[config.mk]
export PLATFORM = sky130hd
export DESIGN_NAME = salsa20_xor_core_flat
export DESIGN_NICKNAME = d
export VERILOG_FILES = /design/src/design/s20x_pkg.sv /design/src/design/s20x_stream_if.sv /design/src/design/salsa20_xor_core.sv /design/src/design/s20x_qr_step.sv /design/src/design/s20x_matrix_ram.sv /design/src/flat_wrapper.sv
export VERILOG_INCLUDE_DIRS = /design/src /design/src/design
export SDC_FILE = /design/constraint.sdc
export NUM_CORES = 2
export LEC_CHECK = 0
export CORE_UTILIZATION = 45
export CTS_BUF_LIST = sky130_fd_sc_hd__clkbuf_8
export CTS_CLUSTER_SIZE = 10
export DETAILED_ROUTE_END_ITERATION = 10
export DONT_BUFFER_PORTS = 1
export SYNTH_ARGS = -nofsm -noshare
export SYNTH_HDL_FRONTEND = slang
export SYNTH_HIERARCHICAL = 1
export SYNTH_SLANG_ARGS = --single-unit
[constraint.sdc]
create_clock -name clk -period 6.6 [get_ports clk]
set_input_delay 0.99 -clock clk [delete_from_list [all_inputs] [get_ports clk]]
set_output_delay 0.99 -clock clk [all_outputs]
set_load 0.02 [all_outputs]
[src/design/salsa20_xor_core_defines.svh]
// ----------------------------------------------------------------------------
// salsa20_xor_core_defines.svh
// Assertion macros used by the Salsa20 XOR core RTL.
// ----------------------------------------------------------------------------
`ifndef SALSA20_XOR_CORE_DEFINES_SVH
`define SALSA20_XOR_CORE_DEFINES_SVH

// Same-cycle implication, checked on every rising edge outside reset.
`define S20X_ASSERT_SAME(lbl, ante, cons) \
  lbl: assert property (@(posedge clk) disable iff (!rst_n) (ante) |-> (cons)) \
    else $error("s20x assertion failed");

// Next-cycle implication, checked on every rising edge outside reset.
`define S20X_ASSERT_NEXT(lbl, ante, cons) \
  lbl: assert property (@(posedge clk) disable iff (!rst_n) (ante) |=> (cons)) \
    else $error("s20x assertion failed");

`endif

[src/design/s20x_pkg.sv]
// ----------------------------------------------------------------------------
// s20x_pkg
// Types, constants and index tables for the Salsa20 XOR core.
// ----------------------------------------------------------------------------
`default_nettype none

package s20x_pkg;

  localparam int WORD_W      = 32;
  localparam int BLOCK_WORDS = 16;
  localparam int IDX_W       = 4;
  localparam int DRC_W       = 4;
  localparam int QR_W        = 3;

  typedef logic [WORD_W-1:0] word_t;
  typedef logic [IDX_W-1:0]  idx_t;
  typedef logic [DRC_W-1:0]  drc_t;
  typedef logic [QR_W-1:0]   qr_t;

  localparam idx_t LAST_IDX  = idx_t'(BLOCK_WORDS - 1);
  localparam drc_t DRC_RESET = drc_t'(4);
  localparam qr_t  LAST_QR   = qr_t'(7);

  // Rotate amount of the shared add-rotate-XOR step.
  typedef enum logic [1:0] {
    ROT7  = 2'd0,
    ROT9  = 2'd1,
    ROT13 = 2'd2,
    ROT18 = 2'd3
  } rot_t;

  // Matrix position of block word k (diagonal layout).
  localparam idx_t LAYOUT [BLOCK_WORDS] = '{
    4'd0, 4'd5, 4'd10, 4'd15, 4'd12, 4'd1, 4'd6, 4'd11,
    4'd8, 4'd13, 4'd2, 4'd7, 4'd4, 4'd9, 4'd14, 4'd3
  };

  // Quarter-round lanes: four columns, then four rows.
  localparam idx_t LANES [8][4] = '{
    '{4'd0, 4'd4, 4'd8, 4'd12}, '{4'd5, 4'd9, 4'd13, 4'd1},
    '{4'd10, 4'd14, 4'd2, 4'd6}, '{4'd15, 4'd3, 4'd7, 4'd11},
    '{4'd0, 4'd1, 4'd2, 4'd3}, '{4'd5, 4'd6, 4'd7, 4'd4},
    '{4'd10, 4'd11, 4'd8, 4'd9}, '{4'd15, 4'd12, 4'd13, 4'd14}
  };

  function automatic idx_t layout_pos(input idx_t k);
    return LAYOUT[k];
  endfunction

  function automatic idx_t lane_pos(input qr_t q, input logic [1:0] slot);
    return LANES[q][slot];
  endfunction

endpackage

`default_nettype wire

[src/design/s20x_stream_if.sv]
// ----------------------------------------------------------------------------
// s20x_stream_if
// Valid/ready channels for the word-pair input and the result output.
// ----------------------------------------------------------------------------
`default_nettype none

interface s20x_in_if;
  logic                  valid;
  logic                  ready;
  s20x_pkg::word_t       dst_word;
  s20x_pkg::word_t       src_word;
  logic                  last_in;

  modport source (output valid, output dst_word, output src_word, output last_in,
                  input ready);
  modport sink   (input valid, input dst_word, input src_word, input last_in,
                  output ready);
endinterface

interface s20x_out_if;
  logic                  valid;
  logic                  ready;
  s20x_pkg::word_t       out_word;
  logic                  last_out;

  modport source (output valid, output out_word, output last_out, input ready);
  modport sink   (input valid, input out_word, input last_out, output ready);
endinterface

`default_nettype wire

[src/design/salsa20_xor_core.sv]
// A block is loaded at one word pair per cycle while the source offers one; a short
// block then has its missing words zeroed. Each double round runs 8 quarter rounds in
// turn on the one add-rotate-XOR unit, each reading its lane words and then making
// its dependent steps. Each result word is then read from state memory, added and held
// until the output register is free; no new block is taken until the last is handed over.
// Reset (rst_n low, synchronous) clears the control state and sets the count to 4.
// ----------------------------------------------------------------------------
// salsa20_xor_core
// Salsa20 XOR core: XORs a loaded word pair block, runs double rounds, adds.
// ----------------------------------------------------------------------------
`default_nettype none
`include "salsa20_xor_core_defines.svh"

module salsa20_xor_core (
  input  wire                          clk,
  input  wire                          rst_n,
  s20x_in_if.sink                      in_ch,
  s20x_out_if.source                   out_ch,
  input  wire                          cfg_we,
  input  wire [s20x_pkg::DRC_W-1:0]    cfg_wdata
);

  typedef enum logic [4:0] {
    S_LOAD    = 5'b00001,
    S_ZERO    = 5'b00010,
    S_ROUND   = 5'b00100,
    S_EMIT_RD = 5'b01000,
    S_EMIT_LD = 5'b10000
  } state_t;

  typedef logic [2:0] phase_t;

  // Phases of one quarter round.
  localparam phase_t PH_RD_AD  = 3'd0;
  localparam phase_t PH_RD_BC  = 3'd1;
  localparam phase_t PH_STEP_B = 3'd2;
  localparam phase_t PH_STEP_C = 3'd3;
  localparam phase_t PH_STEP_D = 3'd4;
  localparam phase_t PH_STEP_A = 3'd5;

  state_t                state_r, state_nxt;
  s20x_pkg::idx_t        wc_r, wc_nxt;
  s20x_pkg::idx_t        idx_r, idx_nxt;
  s20x_pkg::drc_t        dr_r, dr_nxt;
  s20x_pkg::qr_t         qr_r, qr_nxt;
  phase_t                ph_r, ph_nxt;
  s20x_pkg::drc_t        drc_r;
  s20x_pkg::word_t       lane_r [4];
  s20x_pkg::word_t       lane_nxt [4];
  s20x_pkg::word_t       xored_r [s20x_pkg::BLOCK_WORDS];
  logic                  out_valid_r, out_valid_nxt;
  s20x_pkg::word_t       out_word_r, out_word_nxt;
  logic                  out_last_r, out_last_nxt;

  logic                  in_accept;
  logic                  out_load;
  s20x_pkg::word_t       x_word;
  logic                  xw_en;
  s20x_pkg::idx_t        xw_idx;
  s20x_pkg::word_t       xw_data;

  logic                  ram_we;
  s20x_pkg::idx_t        ram_waddr;
  s20x_pkg::word_t       ram_wdata;
  s20x_pkg::idx_t        ram_raddr0;
  s20x_pkg::idx_t        ram_raddr1;
  s20x_pkg::word_t       ram_rdata0;
  s20x_pkg::word_t       ram_rdata1;

  s20x_pkg::word_t       st_t;
  s20x_pkg::word_t       st_a;
  s20x_pkg::word_t       st_b;
  s20x_pkg::rot_t        st_rot;
  s20x_pkg::word_t       st_y;

  // Handshake and port drive.
  assign in_ch.ready     = (state_r == S_LOAD);
  assign in_accept       = in_ch.valid && in_ch.ready;
  assign x_word          = in_ch.dst_word ^ in_ch.src_word;
  assign out_ch.valid    = out_valid_r;
  assign out_ch.out_word = out_word_r;
  assign out_ch.last_out = out_last_r;

  // Round state memory and the shared step unit.
  s20x_matrix_ram u_ram (
    .clk    (clk),
    .we     (ram_we),
    .waddr  (ram_waddr),
    .wdata  (ram_wdata),
    .raddr0 (ram_raddr0),
    .raddr1 (ram_raddr1),
    .rdata0 (ram_rdata0),
    .rdata1 (ram_rdata1)
  );

  s20x_qr_step u_step (
    .t_word (st_t),
    .a_word (st_a),
    .b_word (st_b),
    .rot    (st_rot),
    .y_word (st_y)
  );

  // Sequencer: load, zero fill, quarter-round phases, and result emission.
  always_comb begin
    state_nxt     = state_r;
    wc_nxt        = wc_r;
    idx_nxt       = idx_r;
    dr_nxt        = dr_r;
    qr_nxt        = qr_r;
    ph_nxt        = ph_r;
    lane_nxt      = lane_r;
    out_valid_nxt = out_valid_r && !out_ch.ready;
    out_word_nxt  = out_word_r;
    out_last_nxt  = out_last_r;
    out_load      = 1'b0;
    xw_en         = 1'b0;
    xw_idx        = idx_r;
    xw_data       = '0;
    ram_we        = 1'b0;
    ram_waddr     = s20x_pkg::layout_pos(idx_r);
    ram_wdata     = '0;
    ram_raddr0    = s20x_pkg::layout_pos(idx_r);
    ram_raddr1    = s20x_pkg::lane_pos(qr_r, 2'd3);
    st_t          = lane_r[0];
    st_a          = lane_r[3];
    st_b          = lane_r[2];
    st_rot        = s20x_pkg::ROT18;

    case (state_r)
      S_LOAD: begin
        if (in_accept) begin
          xw_en     = 1'b1;
          xw_idx    = wc_r;
          xw_data   = x_word;
          ram_we    = 1'b1;
          ram_waddr = s20x_pkg::layout_pos(wc_r);
          ram_wdata = x_word;
          if (in_ch.last_in || (wc_r == s20x_pkg::LAST_IDX)) begin
            wc_nxt = '0;
            if (wc_r == s20x_pkg::LAST_IDX) begin
              idx_nxt   = '0;
              qr_nxt    = '0;
              ph_nxt    = PH_RD_AD;
              dr_nxt    = '0;
              state_nxt = (drc_r == '0) ? S_EMIT_RD : S_ROUND;
            end else begin
              idx_nxt   = wc_r + s20x_pkg::idx_t'(1);
              state_nxt = S_ZERO;
            end
          end else begin
            wc_nxt = wc_r + s20x_pkg::idx_t'(1);
          end
        end
      end

      // Short block: clear the words that never arrived.
      S_ZERO: begin
        xw_en  = 1'b1;
        ram_we = 1'b1;
        if (idx_r == s20x_pkg::LAST_IDX) begin
          idx_nxt   = '0;
          qr_nxt    = '0;
          ph_nxt    = PH_RD_AD;
          dr_nxt    = '0;
          state_nxt = (drc_r == '0) ? S_EMIT_RD : S_ROUND;
        end else begin
          idx_nxt = idx_r + s20x_pkg::idx_t'(1);
        end
      end

      // One quarter round: the a and d reads, then the b and c reads, then four dependent steps.
      S_ROUND: begin
        case (ph_r)
          PH_RD_AD: begin
            ram_raddr0 = s20x_pkg::lane_pos(qr_r, 2'd0);
            ram_raddr1 = s20x_pkg::lane_pos(qr_r, 2'd3);
            ph_nxt     = PH_RD_BC;
          end
          PH_RD_BC: begin
            lane_nxt[0] = ram_rdata0;
            lane_nxt[3] = ram_rdata1;
            ram_raddr0  = s20x_pkg::lane_pos(qr_r, 2'd1);
            ram_raddr1  = s20x_pkg::lane_pos(qr_r, 2'd2);
            ph_nxt      = PH_STEP_B;
          end
          PH_STEP_B: begin
            st_t        = ram_rdata0;
            st_a        = lane_r[0];
            st_b        = lane_r[3];
            st_rot      = s20x_pkg::ROT7;
            ram_we      = 1'b1;
            ram_waddr   = s20x_pkg::lane_pos(qr_r, 2'd1);
            ram_wdata   = st_y;
            lane_nxt[1] = st_y;
            lane_nxt[2] = ram_rdata1;
            ph_nxt      = PH_STEP_C;
          end
          PH_STEP_C: begin
            st_t        = lane_r[2];
            st_a        = lane_r[1];
            st_b        = lane_r[0];
            st_rot      = s20x_pkg::ROT9;
            ram_we      = 1'b1;
            ram_waddr   = s20x_pkg::lane_pos(qr_r, 2'd2);
            ram_wdata   = st_y;
            lane_nxt[2] = st_y;
            ph_nxt      = PH_STEP_D;
          end
          PH_STEP_D: begin
            st_t        = lane_r[3];
            st_a        = lane_r[2];
            st_b        = lane_r[1];
            st_rot      = s20x_pkg::ROT13;
            ram_we      = 1'b1;
            ram_waddr   = s20x_pkg::lane_pos(qr_r, 2'd3);
            ram_wdata   = st_y;
            lane_nxt[3] = st_y;
            ph_nxt      = PH_STEP_A;
          end
          PH_STEP_A: begin
            st_t        = lane_r[0];
            st_a        = lane_r[3];
            st_b        = lane_r[2];
            st_rot      = s20x_pkg::ROT18;
            ram_we      = 1'b1;
            ram_waddr   = s20x_pkg::lane_pos(qr_r, 2'd0);
            ram_wdata   = st_y;
            lane_nxt[0] = st_y;
            ph_nxt      = PH_RD_AD;
            qr_nxt      = qr_r + s20x_pkg::qr_t'(1);
            if (qr_r == s20x_pkg::LAST_QR) begin
              if (dr_r == drc_r - s20x_pkg::drc_t'(1)) begin
                idx_nxt   = '0;
                state_nxt = S_EMIT_RD;
              end else begin
                dr_nxt = dr_r + s20x_pkg::drc_t'(1);
              end
            end
          end
          default: begin
            ph_nxt = PH_RD_AD;
          end
        endcase
      end

      // Read the final state word for result idx.
      S_EMIT_RD: begin
        state_nxt = S_EMIT_LD;
      end

      // Add the stored word and hand it to the output register when free.
      S_EMIT_LD: begin
        if (!out_valid_r || out_ch.ready) begin
          out_load      = 1'b1;
          out_valid_nxt = 1'b1;
          out_word_nxt  = xored_r[idx_r] + ram_rdata0;
          out_last_nxt  = (idx_r == s20x_pkg::LAST_IDX);
          if (idx_r == s20x_pkg::LAST_IDX) begin
            idx_nxt   = '0;
            state_nxt = S_LOAD;
          end else begin
            idx_nxt   = idx_r + s20x_pkg::idx_t'(1);
            state_nxt = S_EMIT_RD;
          end
        end
      end

      default: begin
        state_nxt = S_LOAD;
      end
    endcase
  end

  // Control registers.
  always_ff @(posedge clk) begin
    if (!rst_n) begin
      state_r     <= S_LOAD;
      wc_r        <= '0;
      idx_r       <= '0;
      dr_r        <= '0;
      qr_r        <= '0;
      ph_r        <= PH_RD_AD;
      drc_r       <= s20x_pkg::DRC_RESET;
      out_valid_r <= 1'b0;
    end else begin
      state_r     <= state_nxt;
      wc_r        <= wc_nxt;
      idx_r       <= idx_nxt;
      dr_r        <= dr_nxt;
      qr_r        <= qr_nxt;
      ph_r        <= ph_nxt;
      out_valid_r <= out_valid_nxt;
      if (cfg_we) begin
        drc_r <= cfg_wdata;
      end
    end
  end

  // Payload registers: lane words, stored XOR block and result word.
  always_ff @(posedge clk) begin
    lane_r       <= lane_nxt;
    out_word_r   <= out_word_nxt;
    out_last_r   <= out_last_nxt;
    if (xw_en) begin
      xored_r[xw_idx] <= xw_data;
    end
  end

  // A completing transaction always leaves the load state.
  `S20X_ASSERT_NEXT(a_block_done,
    in_accept && (in_ch.last_in || (wc_r == s20x_pkg::LAST_IDX)),
    state_r != S_LOAD)
  // The sixteenth result returns the block to loading.
  `S20X_ASSERT_NEXT(a_emit_done,
    out_load && (idx_r == s20x_pkg::LAST_IDX),
    (state_r == S_LOAD) && out_valid_r && out_last_r)
  // The phase counter never leaves the six quarter-round phases.
  `S20X_ASSERT_SAME(a_phase_range, state_r == S_ROUND, ph_r <= PH_STEP_A)
  // The load counter stays cleared outside the load state.
  `S20X_ASSERT_SAME(a_wc_clear, state_r != S_LOAD, wc_r == '0)

endmodule

`default_nettype wire

[src/design/s20x_qr_step.sv]
// ----------------------------------------------------------------------------
// s20x_qr_step
// Shared add-rotate-XOR unit: y = t ^ rotl(a + b, n), n in {7, 9, 13, 18}.
// ----------------------------------------------------------------------------
`default_nettype none

module s20x_qr_step (
  input  wire s20x_pkg::word_t t_word,
  input  wire s20x_pkg::word_t a_word,
  input  wire s20x_pkg::word_t b_word,
  input  wire s20x_pkg::rot_t  rot,
  output s20x_pkg::word_t      y_word
);

  s20x_pkg::word_t sum;
  s20x_pkg::word_t rotated;

  // Modular add, then a fixed rotate picked by the sequencer.
  always_comb begin
    sum = a_word + b_word;
    case (rot)
      s20x_pkg::ROT7:  rotated = {sum[24:0], sum[31:25]};
      s20x_pkg::ROT9:  rotated = {sum[22:0], sum[31:23]};
      s20x_pkg::ROT13: rotated = {sum[18:0], sum[31:19]};
      s20x_pkg::ROT18: rotated = {sum[13:0], sum[31:14]};
      default:         rotated = sum;
    endcase
    y_word = t_word ^ rotated;
  end

endmodule

`default_nettype wire

[src/design/s20x_matrix_ram.sv]
// ----------------------------------------------------------------------------
// s20x_matrix_ram
// Sixteen-word round state memory, one write port and two registered reads.
// ----------------------------------------------------------------------------
`default_nettype none

module s20x_matrix_ram (
  input  wire                   clk,
  input  wire                   we,
  input  wire s20x_pkg::idx_t   waddr,
  input  wire s20x_pkg::word_t  wdata,
  input  wire s20x_pkg::idx_t   raddr0,
  input  wire s20x_pkg::idx_t   raddr1,
  output s20x_pkg::word_t       rdata0,
  output s20x_pkg::word_t       rdata1
);

  s20x_pkg::word_t mem [s20x_pkg::BLOCK_WORDS];

  // Write port.
  always_ff @(posedge clk) begin
    if (we) begin
      mem[waddr] <= wdata;
    end
  end

  // Two read ports with registered data.
  always_ff @(posedge clk) begin
    rdata0 <= mem[raddr0];
    rdata1 <= mem[raddr1];
  end

endmodule

`default_nettype wire

[src/flat_wrapper.sv]
// flat-port wrapper written by rule: the top's interface ports become plain ports
module salsa20_xor_core_flat 
  (clk, rst_n, cfg_we, cfg_wdata, in_ch_valid, in_ch_dst_word, in_ch_src_word, in_ch_last_in, in_ch_ready, out_ch_valid, out_ch_out_word, out_ch_last_out, out_ch_ready);
  s20x_in_if in_ch_i ();
  s20x_out_if out_ch_i ();
  input  wire clk;
  input  wire rst_n;
  input  wire cfg_we;
  input  wire [s20x_pkg::DRC_W-1:0] cfg_wdata;
  input wire logic [$bits(in_ch_i.valid)-1:0] in_ch_valid;
  input wire logic [$bits(in_ch_i.dst_word)-1:0] in_ch_dst_word;
  input wire logic [$bits(in_ch_i.src_word)-1:0] in_ch_src_word;
  input wire logic [$bits(in_ch_i.last_in)-1:0] in_ch_last_in;
  output wire logic [$bits(in_ch_i.ready)-1:0] in_ch_ready;
  output wire logic [$bits(out_ch_i.valid)-1:0] out_ch_valid;
  output wire logic [$bits(out_ch_i.out_word)-1:0] out_ch_out_word;
  output wire logic [$bits(out_ch_i.last_out)-1:0] out_ch_last_out;
  input wire logic [$bits(out_ch_i.ready)-1:0] out_ch_ready;
  assign in_ch_i.valid = in_ch_valid;
  assign in_ch_i.dst_word = in_ch_dst_word;
  assign in_ch_i.src_word = in_ch_src_word;
  assign in_ch_i.last_in = in_ch_last_in;
  assign in_ch_ready = in_ch_i.ready;
  assign out_ch_valid = out_ch_i.valid;
  assign out_ch_out_word = out_ch_i.out_word;
  assign out_ch_last_out = out_ch_i.last_out;
  assign out_ch_i.ready = out_ch_ready;
  salsa20_xor_core u_core (.clk(clk), .rst_n(rst_n), .in_ch(in_ch_i), .out_ch(out_ch_i), .cfg_we(cfg_we), .cfg_wdata(cfg_wdata));
endmodule
* Word-level counts from Yosys, hierarchy flattened
Memories as Yosys holds them, arrays and structs flattened. A register that Yosys moved wholly into a read port is not among the register bits.
Index checks and enable logic that the tools add are counted.
Widths: inputs -> output; s select.
** Storage, ports and cells
- Memory bits (writable) :: 1024
- Logic and storage cells :: 166
- Memories kept :: 5
- Input port bits :: 74
- Bits in read-only memories :: 256
- Output and inout port bits :: 35
- Bits in registers :: 189
** Operators by class
- $add $sub $neg :: 7
- Bitwise logic cells :: 5
- Order comparisons :: 3
- Equality and inequality tests :: 26
- Mux-type cells :: 80
- Reduce and logical (&&, ||, !) cells :: 26
** Memory list
- u_core.u_ram.mem :: words 16, bits a word 32, read ports 2, clocked after memory_dff 2, wr ports 1, RTL line s20x_matrix_ram.sv:18 : s20x_pkg::word_t mem [s20x_pkg::BLOCK_WORDS];
- u_core.xored_r :: words 16, bits a word 32, read ports 1, clocked after memory_dff 1, wr ports 1, RTL line salsa20_xor_core.sv:50 : s20x_pkg::word_t xored_r [s20x_pkg::BLOCK_WORDS];
- (no name shown) :: words 8, bits a word 16, read ports 1, clocked after memory_dff 0, wr ports 0, RTL line s20x_pkg.sv:51 : return LANES[q][slot];
- (no name shown) :: words 16, bits a word 4, read ports 1, clocked after memory_dff 0, wr ports 0, RTL line s20x_pkg.sv:47 : return LAYOUT[k];
- (no name shown) :: words 16, bits a word 4, read ports 1, clocked after memory_dff 0, wr ports 0, RTL line s20x_pkg.sv:47
** Operator list (number)
- $pmux 32 s3 :: 3
- $pmux 32 s2 :: 4
- $mux 32 :: 6
- $pmux 32 s4 :: 1
- $mux 4 :: 30
- $add 32x32->32 :: 2
- $xor 32x32->32 :: 2
- $mux 5 :: 8
- $mux 16 :: 2
- $pmux 4 s4 :: 2
- $pmux 5 s5 :: 1
- $pmux 3 s3 :: 2
- $pmux 4 s2 :: 2
- $mux 3 :: 5
- $pmux 3 s5 :: 1
- $reduce_and 7->1 :: 2
- $add 4x1->4 const B :: 3
- $pmux 4 s3 :: 1
- $reduce_and 2->1 :: 6
- $ge 5x5->1 const B :: 2
- $ne 2x1->1 const B :: 5
- $not 4->5 :: 2
- $eq 3x3->1 const B :: 3
- $eq 4x4->1 const B :: 2
- 33 further kinds :: 50

* Longest topological paths before layout
- Depth after elaboration :: 8
- Mapped depth :: 23
- Depth with buffers taken out :: 20

* Cells and area by module
The synthesis kept the hierarchy.
** Modules (own cells, without submodules)
- salsa20_xor_core :: cells each 2284, instances 1, area an instance 32617.5 µm², sequential area each 20850.0 µm²
- s20x_matrix_ram :: cells each 1141, instances 1, area an instance 24186.9 µm², sequential area each 16656.0 µm²
- s20x_qr_step :: cells each 474, instances 1, area an instance 3214.3 µm², sequential area each 0.0 µm²

* Worst setup path before layout
OpenSTA, ideal clock, no wires.
- Path type :: input port to flip-flop
- Start point :: in in_ch_valid
- End point :: mem u_core/u_ram/mem[0][0] in the netlist's numbering, enable pin
- Library setup time :: 0.461 ns
- Cell stages on the path :: 6
- Path buffers :: 1
- Data required time :: 6.139 ns
- Setup slack :: 1.598 ns
- Data arrival time :: 4.541 ns
- Cell sequence :: and3_1 -> clkbuf_1 -> nor2_1 -> a221o_1 -> or3b_2 -> nor3_1
** Between the ends
- Elaborated cells between the ends (all ways) :: 7
- Classes of those cells :: mux: 6; reduce/logical: 1
** RTL lines
- start, declared :: RTL line flat_wrapper.sv:10 : input wire logic [$bits(in_ch_i.valid)-1:0] in_ch_valid;
- $logic_and 1x1->1 :: RTL line salsa20_xor_core.sv:78 : assign in_accept = in_ch.valid && in_ch.ready;
- $mux 4 :: RTL line salsa20_xor_core.sv:132 : if (in_accept) begin
- $pmux 4 s2 :: RTL line salsa20_xor_core.sv:130 : case (state_r)
- net u_core.ram_waddr[2] :: RTL line salsa20_xor_core.sv:63 : s20x_pkg::idx_t ram_waddr;
- end, declared :: RTL line s20x_matrix_ram.sv:18
The timed path passes the listed nets, and every way through them passes these cells.

* Final worst setup path
- Start point :: reg u_core.ph_r[1]
- End point :: mem u_core/u_ram/mem[13][1] in the netlist's numbering, data pin
** Between the ends
- Word-level cells in the longest chain between the ends :: 8
- Elaborated cells between the ends (all ways) :: 22
- Classes of those cells :: add/sub: 1; eq/ne: 7; mux: 11; bitwise: 1; reduce/logical: 2
** Ends and longest elaborated chain
- start, declared :: RTL line salsa20_xor_core.sv:46 : phase_t ph_r, ph_nxt;
- start signal, assigned :: RTL line salsa20_xor_core.sv:292 : ph_r <= ph_nxt;
- $eq 3x3->1 or $eq 3x2->1 (tied branches) :: RTL line salsa20_xor_core.sv:174 : case (ph_r)
- $pmux 32 s3 * :: RTL line salsa20_xor_core.sv:174
- $mux 32 * :: RTL line salsa20_xor_core.sv:130
- net u_core.st_a[1] :: RTL line salsa20_xor_core.sv:71 : s20x_pkg::word_t st_a;
- $add 32x32->32 * :: RTL line s20x_qr_step.sv:20 : sum = a_word + b_word;
- $pmux 32 s4 * :: RTL line s20x_qr_step.sv:21 : case (rot)
- $xor 32x32->32 * :: RTL line s20x_qr_step.sv:28 : y_word = t_word ^ rotated;
- net u_core.st_y[1] :: RTL line salsa20_xor_core.sv:74 : s20x_pkg::word_t st_y;
- $mux 32 * :: RTL line salsa20_xor_core.sv:174
- $pmux 32 s2 * :: RTL line salsa20_xor_core.sv:130
- net u_core.ram_wdata[1] :: RTL line salsa20_xor_core.sv:64 : s20x_pkg::word_t ram_wdata;
The timed path passes the listed nets; every way through them passes the cells marked *.

==> reports/summary.txt <==
placed cell area: 62800 µm²
Comb pwr share: 31.6%
global-route wire length before repair: 252000 µm
Final ANT Viol Nets: 0
Sw Ratio: 34.2%
DR pass1 iterations: 6
Post-Syn Instances: 3899
max cap viols: 0
vias per cell: 6.20
gr usage total: 25.8%
CTS tree: built
Starting Density: 45.5%
Crit Path Category: flip-flop to flip-flop
post-route cell area: 67000 µm²
Seq pwr share: 41.3%
Data arrival, critical path: 6440 ps
maximum vdd drop: 0.264 mV
YS warnings: 6
Syn Std Cell Area: 60000 µm²
register area: 37500 µm²
EDFF count, synth: 1185
Clock Sinks: 1281
Initial DRC Count: 4176
synth top area cells: edfxtp_1 (59%), mux4_2 (16%), dfxtp_1 (3.2%)
I/O Pins: 109
critical path capture point type: flip-flop
Root Driver: clkbuf_8
DIE HEIGHT: 367 µm
clock period minus worst slack: 5750 ps
commonest non-fill, non-tap cell in the layout: edfxtp_1
core box area: 132000 µm²
GRT Max-Usage Layer: met2
setup violators final: 0
count of different cell masters after synthesis: 95
synthesized area per cell: 15.4 µm²
DR DRC count: 0
status: finished, final reports clean
Max Clock Skew: 44.9 ps
DRT Wirelength: 174000 µm
Hold WC Path Type: input port to flip-flop
GRT met2 Usage: 40.4%
layout cell share with drive strength beyond 1: 23.4%
Slew Limit Fails: 0
largest net degree at the start of global routing: 106
Inst Count DP: 5530
Die Span X: 367 µm
final period utilization: 87.1%
Worst Path Max Fanout: 45
Die ar.: 135000 µm²
fin cells: 5913
TritonCTS Buffers: 204
Clk pwr share: 27.1%
detailed-route via count: 36700
Seq/Total Area, Yosys: 62.5%
Buffers on Ports: 0
measured slew at the worst slew-check pin: 1400 ps
P&R area growth vs syn: 11.6%
M1 GR Usage: 36.3%
internal power: 16.8 mW
routability cong.: 1.02
vias in the first global route: 36200
CTS clock-pin slew for the worst setup and hold paths: 60 ps
syn_nets: 4044
CP required: 7290 ps
grt ovf: 0
power per cell area: 381 nW/µm²
Post-synth ARST share: 0%
Slew Limit Headroom: 6.76%
Post-synth top flop: edfxtp_1
Fmax achieved: 174 MHz
HPWL after DPL: 112000 µm
routed length per instance: 29.5 µm
Rows: 133
hold buffers post-CTS: 0
Setup Fix Bufs, Post-CTS: 0
Filler Cell Count: 10900
worst skew pair latency: 960 ps
# nets final: 4126
RSZ-0062 raised after global routing: false
sw power: 8.72 mW
buffer depth of the longest clock path: 3
area of the multi-input gates: 21700 µm²
post-synth top area share: 59.3%
antenna violations before repair: 5
FF+latch count, synth: 1281
GR Layer Usage met3: 4.52%
leak pwr: 22.3 nW
leading area contributor after synthesis: edfxtp_1
commonest non-fill, non-tap cells in the layout: edfxtp_1 (1185), mux4_2 (417), nand2_1 (383), clkbuf_8 (226), a22oi_1 (225)
Hold Vio Cnt, Final: 0
Startpoint Class: flip-flop
Post-CTS Resized: 0
H-tree depth: 4
setup TNS: 0 ps
-- cells in the mapped netlist (all sizes together) (49+ instances only) --
master  number
edfxtp    1185
mux4       417
nand2      385
nor2       244
a22oi      225
a21oi      185
o21ai      167
clkbuf     148
buf        116
dfxtp       96
xnor2       91
ha          69
mux2        65
a21o        52
xor2        49
-- final timing paths --
check,from,to,slack [ps],cells past startpoint
max,u_core/ph_r[1],u_core/u_ram/mem[13][1],850,18
max reg2reg,u_core/ph_r[1],u_core/u_ram/mem[13][1],850,18
min,rst_n,u_core/drc_r[2],120,1
min reg2reg,u_core/dr_r[0],u_core/dr_r[0],530,2
-- state kept, by name, summed over array words and instances, names as in the netlist, 4 cells and up, named ones only --
register / flops
u_core/u_ram/mem: 512
u_core/idx_r: 4
u_core/drc_r: 4
u_core/out_ch.out_word: 32
u_core/wc_r: 4
u_core/u_ram/rdata1: 32
u_core/state_r: 5
u_core/lane_r: 128
u_core/xored_r: 512
u_core/dr_r: 4
u_core/u_ram/rdata0: 32
-- logic make-up (layout without fill, tap and decap cells) --
group / Yosys count / after routing / share of synthesized area [%]
AO/OA/AOI/OAI: 795 / 795 / 8.74
XOR/XNOR: 141 / 141 / 2.08
adder cells (fa/ha/maj): 71 / 71 / 1.51
buffers and inverters: 292 / 549 / 2.14
flip-flops: 1281 / 1281 / 62.5
multiplexers: 493 / 493 / 17.1
other: 0 / 2 / 0
AND/OR/NAND/NOR: 826 / 826 / 6.00
-- per-stage QoR --
| step | util (%) | hold slack (ps) | total power, mW | worst slack, ps |
|---|---|---|---|---|
| 4_1_cts | 50.8 | 11.7 | 25.7 | 981 |
| 3_3_place_gp | 47.5 | 513 | 18.7 | 430 |
| 3_5_place_dp | 47.6 | 520 | 18.8 | 1000 |
| 2_1_floorplan | - | 485 | 15.6 | 1600 |
| 6_report | 50.8 | 119 | 25.5 | 850 |
| 5_1_grt | 50.8 | 52.3 | 26.5 | 469 |
-- layout make-up --
cell class	count	share of cell area [%]
clock inverter	155	1.61
tap	1755	3.28
inverter	28	0.157
multi-input combinational	2326	32.3
sequential	1281	56.0
antenna	2	0.00747
timing repair buffer	140	1.95
clock buffer	226	4.64
-- worst max-delay path: stages (launching register included) --
cell and delay (ps):
dfxtp_1 480, nor2b_4 320, buf_4 490, a22oi_1 170, nor2_1 110, a21oi_1 50
o21ai_1 180, inv_1 80, fa_1 460, nor2b_1 180, o211a_1 270, o311ai_4 130
o311ai_1 570, nor4_1 120, a311oi_2 400, nand2_1 130, a32oi_1 260, xor2_1 570
a21o_1 500
-- power groups by stage --
stage / registers, mW / logic (mW) / clock network (mW)
global route: 10.6 / 8.57 / 7.38
global placement: 10.7 / 8.02 / 0
CTS: 10.5 / 8.09 / 7.07
floorplan: 10.2 / 5.36 / 0
finish: 10.5 / 8.07 / 6.93
detailed placement: 10.7 / 8.06 / 0
-- layer usage --
metal / part of all wire (%) / vias up / wire [µm]
met5: 0.0075 / - / 13
met3: 7.3 / 288 / 12700
li1: - / 15800 / -
met4: 3.3 / 2 / 5680
met1: 42 / 19000 / 73500
met2: 47 / 1584 / 82400
Power figures use the tool's default switching activity.
